### src/compass_heading_with_calibration_defines.svh
// assertion helpers, clocked on clk and disabled while arst_n is low
`ifndef COMPASS_HEADING_WITH_CALIBRATION_DEFINES_SVH
`define COMPASS_HEADING_WITH_CALIBRATION_DEFINES_SVH

// same-cycle implication
`define CHC_ASSERT_IMPL(lbl, ante, cons, msg) \
	lbl: assert property (@(posedge clk) disable iff (!arst_n) (ante) |-> (cons)) \
		else $error(msg);

// next-cycle implication
`define CHC_ASSERT_NEXT(lbl, ante, cons, msg) \
	lbl: assert property (@(posedge clk) disable iff (!arst_n) (ante) |=> (cons)) \
		else $error(msg);

`endif

### src/chc_pkg.sv
`default_nettype none

package chc_pkg;

	localparam int AXIS_W    = 13;
	localparam int SUM_W     = 14;
	localparam int DIFF_W    = 16;
	localparam int MAG_W     = 14;
	localparam int FRAC_W    = 16;
	localparam int CW        = 36;
	localparam int DIGIT_W   = 12;
	localparam int DIGITS    = CW / DIGIT_W;
	localparam int ZW        = 28;
	localparam int ANG_W     = 26;
	localparam int TAB_W     = 25;
	localparam int TAB_IDX_W = 5;
	localparam int HEAD_W    = 12;
	localparam int CNT_W     = 4;
	localparam int TOT_W     = 28;

	// 900 degrees-tenths in the 2^-16 fixed point of the angle unit
	localparam logic [ANG_W-1:0] ANG_MAX = 26'd58982400;

	localparam logic [HEAD_W-1:0] HEAD_FULL = 12'd3600;
	localparam logic [HEAD_W-1:0] HEAD_HALF = 12'd1800;
	localparam logic [HEAD_W-1:0] HEAD_QTR  = 12'd900;
	localparam logic [HEAD_W-1:0] HEAD_3QTR = 12'd2700;
	localparam logic [HEAD_W-1:0] ARM_MAX   = 12'd100;
	localparam logic [HEAD_W-1:0] WIN_LO    = 12'd1900;
	localparam logic [HEAD_W-1:0] WIN_HI    = 12'd2500;

	// atan(2^-i) in 2^-16 tenth-degree units
	function automatic logic [TAB_W-1:0] atan_entry(input logic [TAB_IDX_W-1:0] idx);
		logic [TAB_W-1:0] v;
		case (idx)
			5'd0:    v = 25'd29491200;
			5'd1:    v = 25'd17409672;
			5'd2:    v = 25'd9198793;
			5'd3:    v = 25'd4669451;
			5'd4:    v = 25'd2343786;
			5'd5:    v = 25'd1173036;
			5'd6:    v = 25'd586661;
			5'd7:    v = 25'd293348;
			5'd8:    v = 25'd146676;
			5'd9:    v = 25'd73339;
			5'd10:   v = 25'd36669;
			5'd11:   v = 25'd18335;
			5'd12:   v = 25'd9167;
			5'd13:   v = 25'd4584;
			5'd14:   v = 25'd2292;
			5'd15:   v = 25'd1146;
			5'd16:   v = 25'd573;
			5'd17:   v = 25'd286;
			5'd18:   v = 25'd143;
			5'd19:   v = 25'd72;
			5'd20:   v = 25'd36;
			5'd21:   v = 25'd18;
			5'd22:   v = 25'd9;
			5'd23:   v = 25'd4;
			default: v = '0;
		endcase
		return v;
	endfunction

endpackage

`default_nettype wire

### src/chc_cordic.sv
`default_nettype none
`include "compass_heading_with_calibration_defines.svh"

module chc_cordic import chc_pkg::*; #(
	parameter int ITERATIONS = 16
) (
	input  logic             clk,
	input  logic             arst_n,
	input  logic             start,
	input  logic [MAG_W-1:0] ax,
	input  logic [MAG_W-1:0] ay,
	output logic             done,
	output logic [ANG_W-1:0] angle
);

	localparam int ITER_W = $clog2(ITERATIONS);
	localparam logic [ITER_W-1:0] ITER_LAST = ITER_W'(ITERATIONS - 1);
	localparam int DCNT_W = $clog2(DIGITS);
	localparam logic [DCNT_W-1:0] DIGIT_LAST = DCNT_W'(DIGITS - 1);

	typedef enum logic [1:0] {S_IDLE, S_LOAD, S_DIGIT, S_DONE} state_t;

	state_t state_q;
	logic [ITER_W-1:0] iter_q;
	logic [DCNT_W-1:0] dcnt_q;

	logic signed [CW-1:0] x_q, y_q, xs_q, ys_q;
	logic signed [ZW-1:0] z_q;
	logic cx_q, cy_q, dir_q;

	logic signed [CW-1:0] x_sh, y_sh;
	logic [TAB_W-1:0] tab;
	logic signed [ZW-1:0] tab_ext;
	logic [DIGIT_W:0] sum_x, sum_y;

	assign x_sh = x_q >>> iter_q;
	assign y_sh = y_q >>> iter_q;
	assign tab = atan_entry(TAB_IDX_W'(iter_q));
	assign tab_ext = $signed(ZW'(tab));

	// one digit of both rotations per cycle, lsb digit first, carries held between digits
	assign sum_x = {1'b0, x_q[DIGIT_W-1:0]}
		+ {1'b0, (dir_q ? ys_q[DIGIT_W-1:0] : ~ys_q[DIGIT_W-1:0])}
		+ {{DIGIT_W{1'b0}}, cx_q};
	assign sum_y = {1'b0, y_q[DIGIT_W-1:0]}
		+ {1'b0, (dir_q ? ~xs_q[DIGIT_W-1:0] : xs_q[DIGIT_W-1:0])}
		+ {{DIGIT_W{1'b0}}, cy_q};

	always_ff @(posedge clk or negedge arst_n) begin
		if (!arst_n) begin
			state_q <= S_IDLE;
			iter_q  <= '0;
			dcnt_q  <= '0;
		end else begin
			unique case (state_q)
				S_IDLE: begin
					if (start) begin
						iter_q  <= '0;
						state_q <= S_LOAD;
					end
				end
				S_LOAD: begin
					dcnt_q  <= '0;
					state_q <= S_DIGIT;
				end
				S_DIGIT: begin
					if (dcnt_q == DIGIT_LAST) begin
						if (iter_q == ITER_LAST) begin
							state_q <= S_DONE;
						end else begin
							iter_q  <= iter_q + ITER_W'(1);
							state_q <= S_LOAD;
						end
					end else begin
						dcnt_q <= dcnt_q + DCNT_W'(1);
					end
				end
				S_DONE: begin
					state_q <= S_IDLE;
				end
				default: state_q <= S_IDLE;
			endcase
		end
	end

	always_ff @(posedge clk) begin
		case (state_q)
			S_IDLE: begin
				if (start) begin
					x_q <= CW'({ax, {FRAC_W{1'b0}}});
					y_q <= CW'({ay, {FRAC_W{1'b0}}});
					z_q <= '0;
				end
			end
			S_LOAD: begin
				xs_q  <= x_sh;
				ys_q  <= y_sh;
				dir_q <= !y_q[CW-1];
				cx_q  <= y_q[CW-1];
				cy_q  <= !y_q[CW-1];
				z_q   <= y_q[CW-1] ? z_q - tab_ext : z_q + tab_ext;
			end
			S_DIGIT: begin
				x_q  <= {sum_x[DIGIT_W-1:0], x_q[CW-1:DIGIT_W]};
				y_q  <= {sum_y[DIGIT_W-1:0], y_q[CW-1:DIGIT_W]};
				xs_q <= xs_q >> DIGIT_W;
				ys_q <= ys_q >> DIGIT_W;
				cx_q <= sum_x[DIGIT_W];
				cy_q <= sum_y[DIGIT_W];
			end
			default: ;
		endcase
	end

	assign done = (state_q == S_DONE);

	always_comb begin
		if (z_q[ZW-1])
			angle = '0;
		else if ($unsigned(z_q) > ZW'(ANG_MAX))
			angle = ANG_MAX;
		else
			angle = z_q[ANG_W-1:0];
	end

	`CHC_ASSERT_IMPL(a_x_positive, state_q == S_LOAD, !x_q[CW-1], "cordic x went negative")
	`CHC_ASSERT_IMPL(a_done_last, done, iter_q == ITER_LAST, "cordic finished early")

endmodule

`default_nettype wire

### src/compass_heading_with_calibration.sv
// Compass heading with hard-iron calibration. Each input beat is either a start beat
// (tuser 0), which opens a calibration run, or a sample beat (tuser 1) carrying the raw
// X and Y register bytes. Every input beat gives one output beat with the heading in
// tenths of a degree (0..3599), counterclockwise from +X, a calibrating flag and the
// circle count. A sample that needs the angle unit waits for it to finish: the angle
// unit runs each micro-rotation as a load step and then one digit-serial add per 12-bit
// digit over its 36-bit datapath. Start beats and samples on an axis skip the angle unit.
// The next beat is taken the cycle after the previous one has moved into the output
// register, so the block takes no new beat while one is in flight. circles_needed is to
// be written through cfg_wr_en / cfg_wr_data only while the block is idle; the block
// itself does not enforce this.
`default_nettype none
`include "compass_heading_with_calibration_defines.svh"

module compass_heading_with_calibration import chc_pkg::*; #(
	parameter int ANGLE_ITERATIONS = 16
) (
	input  logic        clk,
	input  logic        arst_n,
	input  logic        cfg_wr_en,
	input  logic [3:0]  cfg_wr_data,
	input  logic        s_axis_tvalid,
	output logic        s_axis_tready,
	// x_low_byte, x_high_byte, y_low_byte, y_high_byte
	input  logic [31:0] s_axis_tdata,
	// kind
	input  logic        s_axis_tuser,
	output logic        m_axis_tvalid,
	input  logic        m_axis_tready,
	// heading_tenths, calibrating, circles_counted, zero fill
	output logic [23:0] m_axis_tdata,
	// heading_valid
	output logic        m_axis_tuser
);

	localparam int M_DATA_W = 24;
	localparam int M_USED_W = HEAD_W + 1 + CNT_W;

	typedef enum logic [2:0] {S_IDLE, S_PREP, S_AXIS, S_ANGLE, S_POST, S_OUT} state_t;
	typedef enum logic [1:0] {Q_FIRST, Q_SECOND, Q_THIRD, Q_FOURTH} quad_t;

	state_t state_q;
	quad_t  quad_q;

	logic [CNT_W-1:0] needed_q, circle_q;
	logic armed_q;
	logic signed [AXIS_W-1:0] x_hi_q, x_lo_q, y_hi_q, y_lo_q;
	logic signed [SUM_W-1:0] x_off_q, y_off_q;

	logic [31:0] in_data_q;
	logic kind_q;
	logic signed [DIFF_W-1:0] dx_q, dy_q;
	logic [HEAD_W-1:0] head_q;
	logic hvalid_q;

	logic out_valid_q;
	logic [M_DATA_W-1:0] out_data_q;
	logic out_user_q;

	logic signed [AXIS_W-1:0] x_s, y_s;
	logic [MAG_W-1:0] ax, ay;
	logic cordic_start, cordic_done;
	logic [ANG_W-1:0] cordic_angle;
	logic [TOT_W-1:0] z_ext, total;
	logic [HEAD_W-1:0] head_raw, head_wrap;
	logic armed_n, latch_n;
	logic [CNT_W-1:0] cc_n;
	logic out_load;

	assign x_s = $signed({in_data_q[15:8], in_data_q[7:3]});
	assign y_s = $signed({in_data_q[31:24], in_data_q[23:19]});

	// magnitudes stay below 2^14, so the negation fits
	assign ax = dx_q[DIFF_W-1] ? MAG_W'(-dx_q) : MAG_W'(dx_q);
	assign ay = dy_q[DIFF_W-1] ? MAG_W'(-dy_q) : MAG_W'(dy_q);
	assign cordic_start = (state_q == S_AXIS) && (dx_q != '0) && (dy_q != '0);

	chc_cordic #(
		.ITERATIONS(ANGLE_ITERATIONS)
	) u_cordic (
		.clk   (clk),
		.arst_n(arst_n),
		.start (cordic_start),
		.ax    (ax),
		.ay    (ay),
		.done  (cordic_done),
		.angle (cordic_angle)
	);

	assign z_ext = TOT_W'(cordic_angle);

	always_comb begin
		case (quad_q)
			Q_FIRST:  total = z_ext;
			Q_SECOND: total = {HEAD_HALF, {FRAC_W{1'b0}}} - z_ext;
			Q_THIRD:  total = {HEAD_HALF, {FRAC_W{1'b0}}} + z_ext;
			default:  total = {HEAD_FULL, {FRAC_W{1'b0}}} - z_ext;
		endcase
	end

	assign head_raw  = total[TOT_W-1:FRAC_W];
	assign head_wrap = (head_raw >= HEAD_FULL) ? head_raw - HEAD_FULL : head_raw;

	// circle counting on a calibrating sample
	always_comb begin
		armed_n = armed_q;
		cc_n    = circle_q;
		latch_n = 1'b0;
		if (head_q <= ARM_MAX)
			armed_n = 1'b0;
		if (head_q >= WIN_LO && head_q < WIN_HI && !armed_n) begin
			cc_n    = cc_n + CNT_W'(1);
			armed_n = 1'b1;
		end
		if (cc_n >= needed_q || cc_n == '0) begin
			latch_n = 1'b1;
			cc_n    = '0;
		end
	end

	assign out_load = (state_q == S_OUT) && (!out_valid_q || m_axis_tready);

	always_ff @(posedge clk or negedge arst_n) begin
		if (!arst_n) begin
			state_q     <= S_IDLE;
			needed_q    <= CNT_W'(3);
			circle_q    <= '0;
			armed_q     <= 1'b0;
			x_hi_q      <= '0;
			x_lo_q      <= '0;
			y_hi_q      <= '0;
			y_lo_q      <= '0;
			x_off_q     <= '0;
			y_off_q     <= '0;
			out_valid_q <= 1'b0;
		end else begin
			if (cfg_wr_en)
				needed_q <= cfg_wr_data;
			if (out_load)
				out_valid_q <= 1'b1;
			else if (m_axis_tready)
				out_valid_q <= 1'b0;
			unique case (state_q)
				S_IDLE: begin
					if (s_axis_tvalid)
						state_q <= S_PREP;
				end
				S_PREP: begin
					if (!kind_q) begin
						circle_q <= CNT_W'(1);
						armed_q  <= 1'b1;
						x_hi_q   <= '0;
						x_lo_q   <= '0;
						y_hi_q   <= '0;
						y_lo_q   <= '0;
						x_off_q  <= '0;
						y_off_q  <= '0;
						state_q  <= S_OUT;
					end else begin
						if (circle_q != '0) begin
							if (x_s > x_hi_q) x_hi_q <= x_s;
							if (x_s < x_lo_q) x_lo_q <= x_s;
							if (y_s > y_hi_q) y_hi_q <= y_s;
							if (y_s < y_lo_q) y_lo_q <= y_s;
						end
						state_q <= S_AXIS;
					end
				end
				S_AXIS: begin
					state_q <= cordic_start ? S_ANGLE : S_POST;
				end
				S_ANGLE: begin
					if (cordic_done)
						state_q <= S_POST;
				end
				S_POST: begin
					if (circle_q != '0) begin
						armed_q  <= armed_n;
						circle_q <= cc_n;
						if (latch_n) begin
							x_off_q <= SUM_W'(x_hi_q) + SUM_W'(x_lo_q);
							y_off_q <= SUM_W'(y_hi_q) + SUM_W'(y_lo_q);
						end
					end
					state_q <= S_OUT;
				end
				S_OUT: begin
					if (out_load)
						state_q <= S_IDLE;
				end
				default: state_q <= S_IDLE;
			endcase
		end
	end

	always_ff @(posedge clk) begin
		if (state_q == S_IDLE && s_axis_tvalid) begin
			in_data_q <= s_axis_tdata;
			kind_q    <= s_axis_tuser;
		end
		case (state_q)
			S_PREP: begin
				hvalid_q <= kind_q;
				head_q   <= '0;
				if (circle_q != '0) begin
					dx_q <= DIFF_W'(x_s);
					dy_q <= DIFF_W'(y_s);
				end else begin
					// twice the scale keeps the half-sum offset exact
					dx_q <= (DIFF_W'(x_s) <<< 1) - DIFF_W'(x_off_q);
					dy_q <= (DIFF_W'(y_s) <<< 1) - DIFF_W'(y_off_q);
				end
			end
			S_AXIS: begin
				if (dy_q == '0)
					head_q <= dx_q[DIFF_W-1] ? HEAD_HALF : '0;
				else if (dx_q == '0)
					head_q <= dy_q[DIFF_W-1] ? HEAD_3QTR : HEAD_QTR;
				case ({dx_q[DIFF_W-1], dy_q[DIFF_W-1]})
					2'b00:   quad_q <= Q_FIRST;
					2'b10:   quad_q <= Q_SECOND;
					2'b11:   quad_q <= Q_THIRD;
					default: quad_q <= Q_FOURTH;
				endcase
			end
			S_ANGLE: begin
				if (cordic_done)
					head_q <= head_wrap;
			end
			default: ;
		endcase
		if (out_load) begin
			out_data_q <= {{(M_DATA_W - M_USED_W){1'b0}}, circle_q, (circle_q != '0), head_q};
			out_user_q <= hvalid_q;
		end
	end

	assign s_axis_tready = (state_q == S_IDLE);
	assign m_axis_tvalid = out_valid_q;
	assign m_axis_tdata  = out_data_q;
	assign m_axis_tuser  = out_user_q;

	`CHC_ASSERT_IMPL(a_head_range, m_axis_tvalid, out_data_q[HEAD_W-1:0] < HEAD_FULL,
		"heading out of range")
	`CHC_ASSERT_IMPL(a_start_result, m_axis_tvalid && !m_axis_tuser,
		out_data_q[HEAD_W-1:0] == '0 && out_data_q[M_USED_W-1:HEAD_W+1] == CNT_W'(1),
		"start beat result wrong")
	`CHC_ASSERT_NEXT(a_out_loaded, out_load, m_axis_tvalid && s_axis_tready,
		"result not presented after load")

endmodule

`default_nettype wire
### config.mk
export PLATFORM = sky130hd
export DESIGN_NAME = compass_heading_with_calibration
export DESIGN_NICKNAME = d
export VERILOG_FILES = /design/src/chc_pkg.sv /design/src/chc_cordic.sv /design/src/compass_heading_with_calibration.sv
export VERILOG_INCLUDE_DIRS = /design/src /design/src/src
export SDC_FILE = /design/constraint.sdc
export NUM_CORES = 1
export LEC_CHECK = 0
export BUFFER_PORTS_ARGS = -buffer_cell sky130_fd_sc_hd__buf_2
export CORE_MARGIN = 10
export CORE_UTILIZATION = 50
export DETAILED_ROUTE_END_ITERATION = 7
export PLACE_DENSITY = 0.66
export SLEW_MARGIN = 30
export SYNTH_ARGS = -nofsm -noshare
export SYNTH_HDL_FRONTEND = slang
export SYNTH_SLANG_ARGS = --single-unit
### constraint.sdc
create_clock -name clk -period 6.78 [get_ports clk]
set_input_delay 0.339 -clock clk [delete_from_list [all_inputs] [get_ports clk]]
set_output_delay 0.339 -clock clk [all_outputs]
set_load 0.01 [all_outputs]
==> impl_metrics.csv <==
group,metric,value,unit
run_status,status,"finished, final reports clean",
place,globalplace.congestion,0.869,
yosys,netlist_top_cells_count,"380 x nand2_1, 265 x edfxtp_1, 195 x o21ai_0, 185 x ha_1, 153 x inv_1",
yosys,synth_top_area_cell,"edfxtp_1",
route,initialDrtViolationCount,1438,
die,die_w,247,um
timing,period_needed,5.86,ns
yosys,yosysUniqueCellTypes,87,
place,hpwl,45.7,mm
yosys,ys_seq_area_frac,0.405,
timing,fin_crit_sh,0.864,
worst_setup_path,critical_path.startpoint_type,"flop",
clocking,cts-resized-gates,0,
global_route,gr-usage-all-layers,0.203,
timing,slew_violations,0,
clocking,holdBufCountCts,33,
worst_setup_path,critical_path_arrival,6.16,ns
cells_and_area,drive_gt1_frac,0.0933,
timing,finalSetupViolCount,0,
timing,slew_headroom,0.359,
die,die_y,247,um
timing,tightest_slew,0.955,ns
cells_and_area,fillers,4515,
clocking,cts_buffers,43,
clocking,clkTransAtPathRegs,0.06,ns
die,ios,69,
yosys,netlist_top_cells_area,"edfxtp_1 31%, dfrtp_1 9.6%, ha_1 8.9%, nand2_1 5.5%, o21ai_0 3.8%",
yosys,yosys_warnings,0,
worst_setup_path,r2r_cells,19,
power_and_ir_drop,pwr_density_cell,563,mW/mm2
timing,fmax,171,MHz
route,vias_per_cell,5.84,
timing,holdWs,0.0269,ns
worst_setup_path,worst_ep_required_time,7.09,ns
clocking,cts_tree,"built",
power_and_ir_drop,leakage,0.0114,uW
timing,skew,0.0288,ns
route,first_pass_iters,5,
yosys,ys_async_sr_fraction,0.276,
yosys,ys_seq_elements,366,
route,routedWlPerCell,18.4,um
route,vias,19996,
place,place_area,0.0266,mm2
place,io_buffer_count,55,
cells_and_area,final_nets,2948,
worst_setup_path,startpoint,"u_cordic.iter_q[0]",
die,std_cell_rows,83,
die,core_area,0.0513,mm2
global_route,gr-total-overflow,0,
flow_run,cap_violations,0,
worst_setup_path,criticalPathCategory,"flop to flop",
timing,rsz0062_at_grt,"no",
clocking,cts_setup_buffers,0,
clocking,cts-root-buf,"clkbuf_16",
cells_and_area,final_cell_area,0.0284,mm2
route,drc_errors,0,
clocking,h-tree-depth,2,
die,die_area,0.0612,mm2
yosys,synth_edf_count,265,
clocking,clock_path_buffers,3,
worst_setup_path,crit_fanout,37,
worst_setup_path,r2r_slack,0.92,ns
yosys,synth.most_common_cell,"nand2_1",
worst_setup_path,r2r-start,"u_cordic.iter_q[0]",
yosys,synth_top_area_frac,0.308,
hold_path,worstHoldEndpoint,"needed_q[2]",
timing,finalSetupTns,0,ns
die,start_util,0.504,
yosys,syn-instance-count,2692,
worst_setup_path,critPathCaptureType,"flop",
global_route,grt_pass1_vias,19298,
clocking,clock_sink_count,366,
global_route,grt_pass1_wl,101,mm
yosys,syn_area,0.0259,mm2
global_route,antenna_found_initial,1,
hold_path,worstHoldPathType,"primary input to flop",
timing,hold_viol_final,0,
cells_and_area,syn_to_final_growth,9.67,%
route,ant_nets,0,
clocking,clock_latency,0.59,ns
hold_path,min-delay-start,"cfg_wr_en",
hold_path,holdPathStages,2,
global_route,grt_max_degree,110,
route,finalWirelength,62.9,mm
cells_and_area,diodes,0,
yosys,synthFlopType,"edfxtp_1",
power_and_ir_drop,ir_worst_vdd,0.000271,V
worst_setup_path,reg2reg_to,"u_cordic.z_q[27]",
yosys,synth_area_per_cell,9.61,um2
[how the worst max path moves through the flow]
stage / endpoint / depth (start not counted) / slack (ns)
floorplan: u_cordic.z_q[27] / 21 / 1.36
global placement: u_cordic.z_q[27] / 20 / 1.11
detailed placement: u_cordic.z_q[27] / 19 / 0.96
CTS: u_cordic.z_q[27] / 20 / 0.93
global route: u_cordic.z_q[27] / 20 / 0.30
finish: u_cordic.z_q[27] / 19 / 0.92
[cell usage in the layout (no fill, tap or decap), types with 12 or more instances in the layout]
cell type,netlist,layout
a21oi_1,137,137
o21ai_0,195,195
and2_1,69,69
buf_2,3,54
o31ai_1,33,33
or3_1,17,17
a21o_1,33,33
nor2_1,148,147
mux4_2,40,40
a21boi_0,12,12
dfrtp_1,99,95
o21a_1,31,31
nand2b_1,24,24
o311ai_0,14,14
nand4_1,31,31
nand3_1,54,54
mux2i_1,76,76
buf_4,9,22
xnor2_1,89,89
dlygate4sd3_1,0,33
xor2_1,66,66
clkbuf_1,98,15
edfxtp_1,265,265
o21bai_1,13,13
inv_1,153,150
a211oi_1,28,28
nor3_1,41,41
a22o_1,29,29
a31oi_1,29,28
nand2_1,380,379
nor2b_1,45,45
mux2_2,16,16
and3_1,27,27
clkbuf_16,0,45
ha_1,185,182
[kinds of logic after synthesis]
| kind of cell | after synthesis | synth area share |
|---|---|---|
| AND/OR/NAND/NOR | 883 | 0.161 |
| AO/OA/AOI/OAI | 662 | 0.167 |
| flip-flops | 366 | 0.405 |
| buffers and inverters | 299 | 0.0466 |
| adder cells (fa/ha/maj) | 194 | 0.0964 |
| XOR/XNOR | 155 | 0.0525 |
| multiplexers | 132 | 0.0712 |
| other | 1 | 0.000145 |
[routing by layer]
layer / track usage / up-vias / share of wire
met5: 0 / - / 0
met4: 0.0635 / 0 / 0.025
met3: 0.0243 / 89 / 0.048
met2: 0.338 / 482 / 0.47
met1: 0.272 / 9627 / 0.45
li1: - / 9798 / -
[through the flow]
step	std cells	total power (uW)	util	setup WS, ns
3_5_place_dp	3313	13600	0.519	0.963
2_1_floorplan	2698	11300	-	1.36
5_1_grt	3424	17300	0.553	0.298
4_1_cts	3423	16000	0.553	0.926
3_3_place_gp	3313	13300	0.519	1.11
6_report	3424	16000	0.553	0.922
[critical path, stage by stage (launching register included)]
cell	delay [ns]
dfrtp_4	0.75
inv_1	0.18
ha_1	0.45
xnor2_1	0.20
nor2_1	0.06
a21oi_1	0.32
nand2_1	0.15
nor4_1	0.34
and2_1	0.25
a31oi_1	0.12
xnor2_1	0.25
ha_1	0.35
a211oi_1	0.34
o21a_1	0.23
o22ai_1	0.10
a2111oi_0	0.44
nor2_1	0.20
a41o_1	0.31
o31ai_1	0.35
o311ai_0	0.19
[area by class of cell]
class                   count  area, um2  area share
clock buffers              62       1210      0.0426
clock inverters            15        171     0.00604
repair buffers            111        797      0.0281
inverters                 157        589      0.0208
well taps                 680        851      0.0300
multi-input cells        2033      14300       0.503
flip-flops and latches    366      10500       0.370
[flip-flops by register name, indices dropped and copies added, names as in the netlist, 13 cells and up]
name           cells
dx_q              15
dy_q              15
in_data_q         26
m_axis_tdata      17
u_cordic.x_q      36
u_cordic.xs_q     36
u_cordic.y_q      36
u_cordic.ys_q     36
u_cordic.z_q      28
x_hi_q            13
x_lo_q            13
x_off_q           14
y_hi_q            13
y_lo_q            13
y_off_q           14
[where the power goes]
group          internal, uW  switching [uW]  total, uW
Combinational          3610            5050       8660
Sequential             3990            1020       5010
Clock                  1360             952       2310
Total                  8960            7020      16000
No activity file was read; power rests on OpenSTA's default activity.
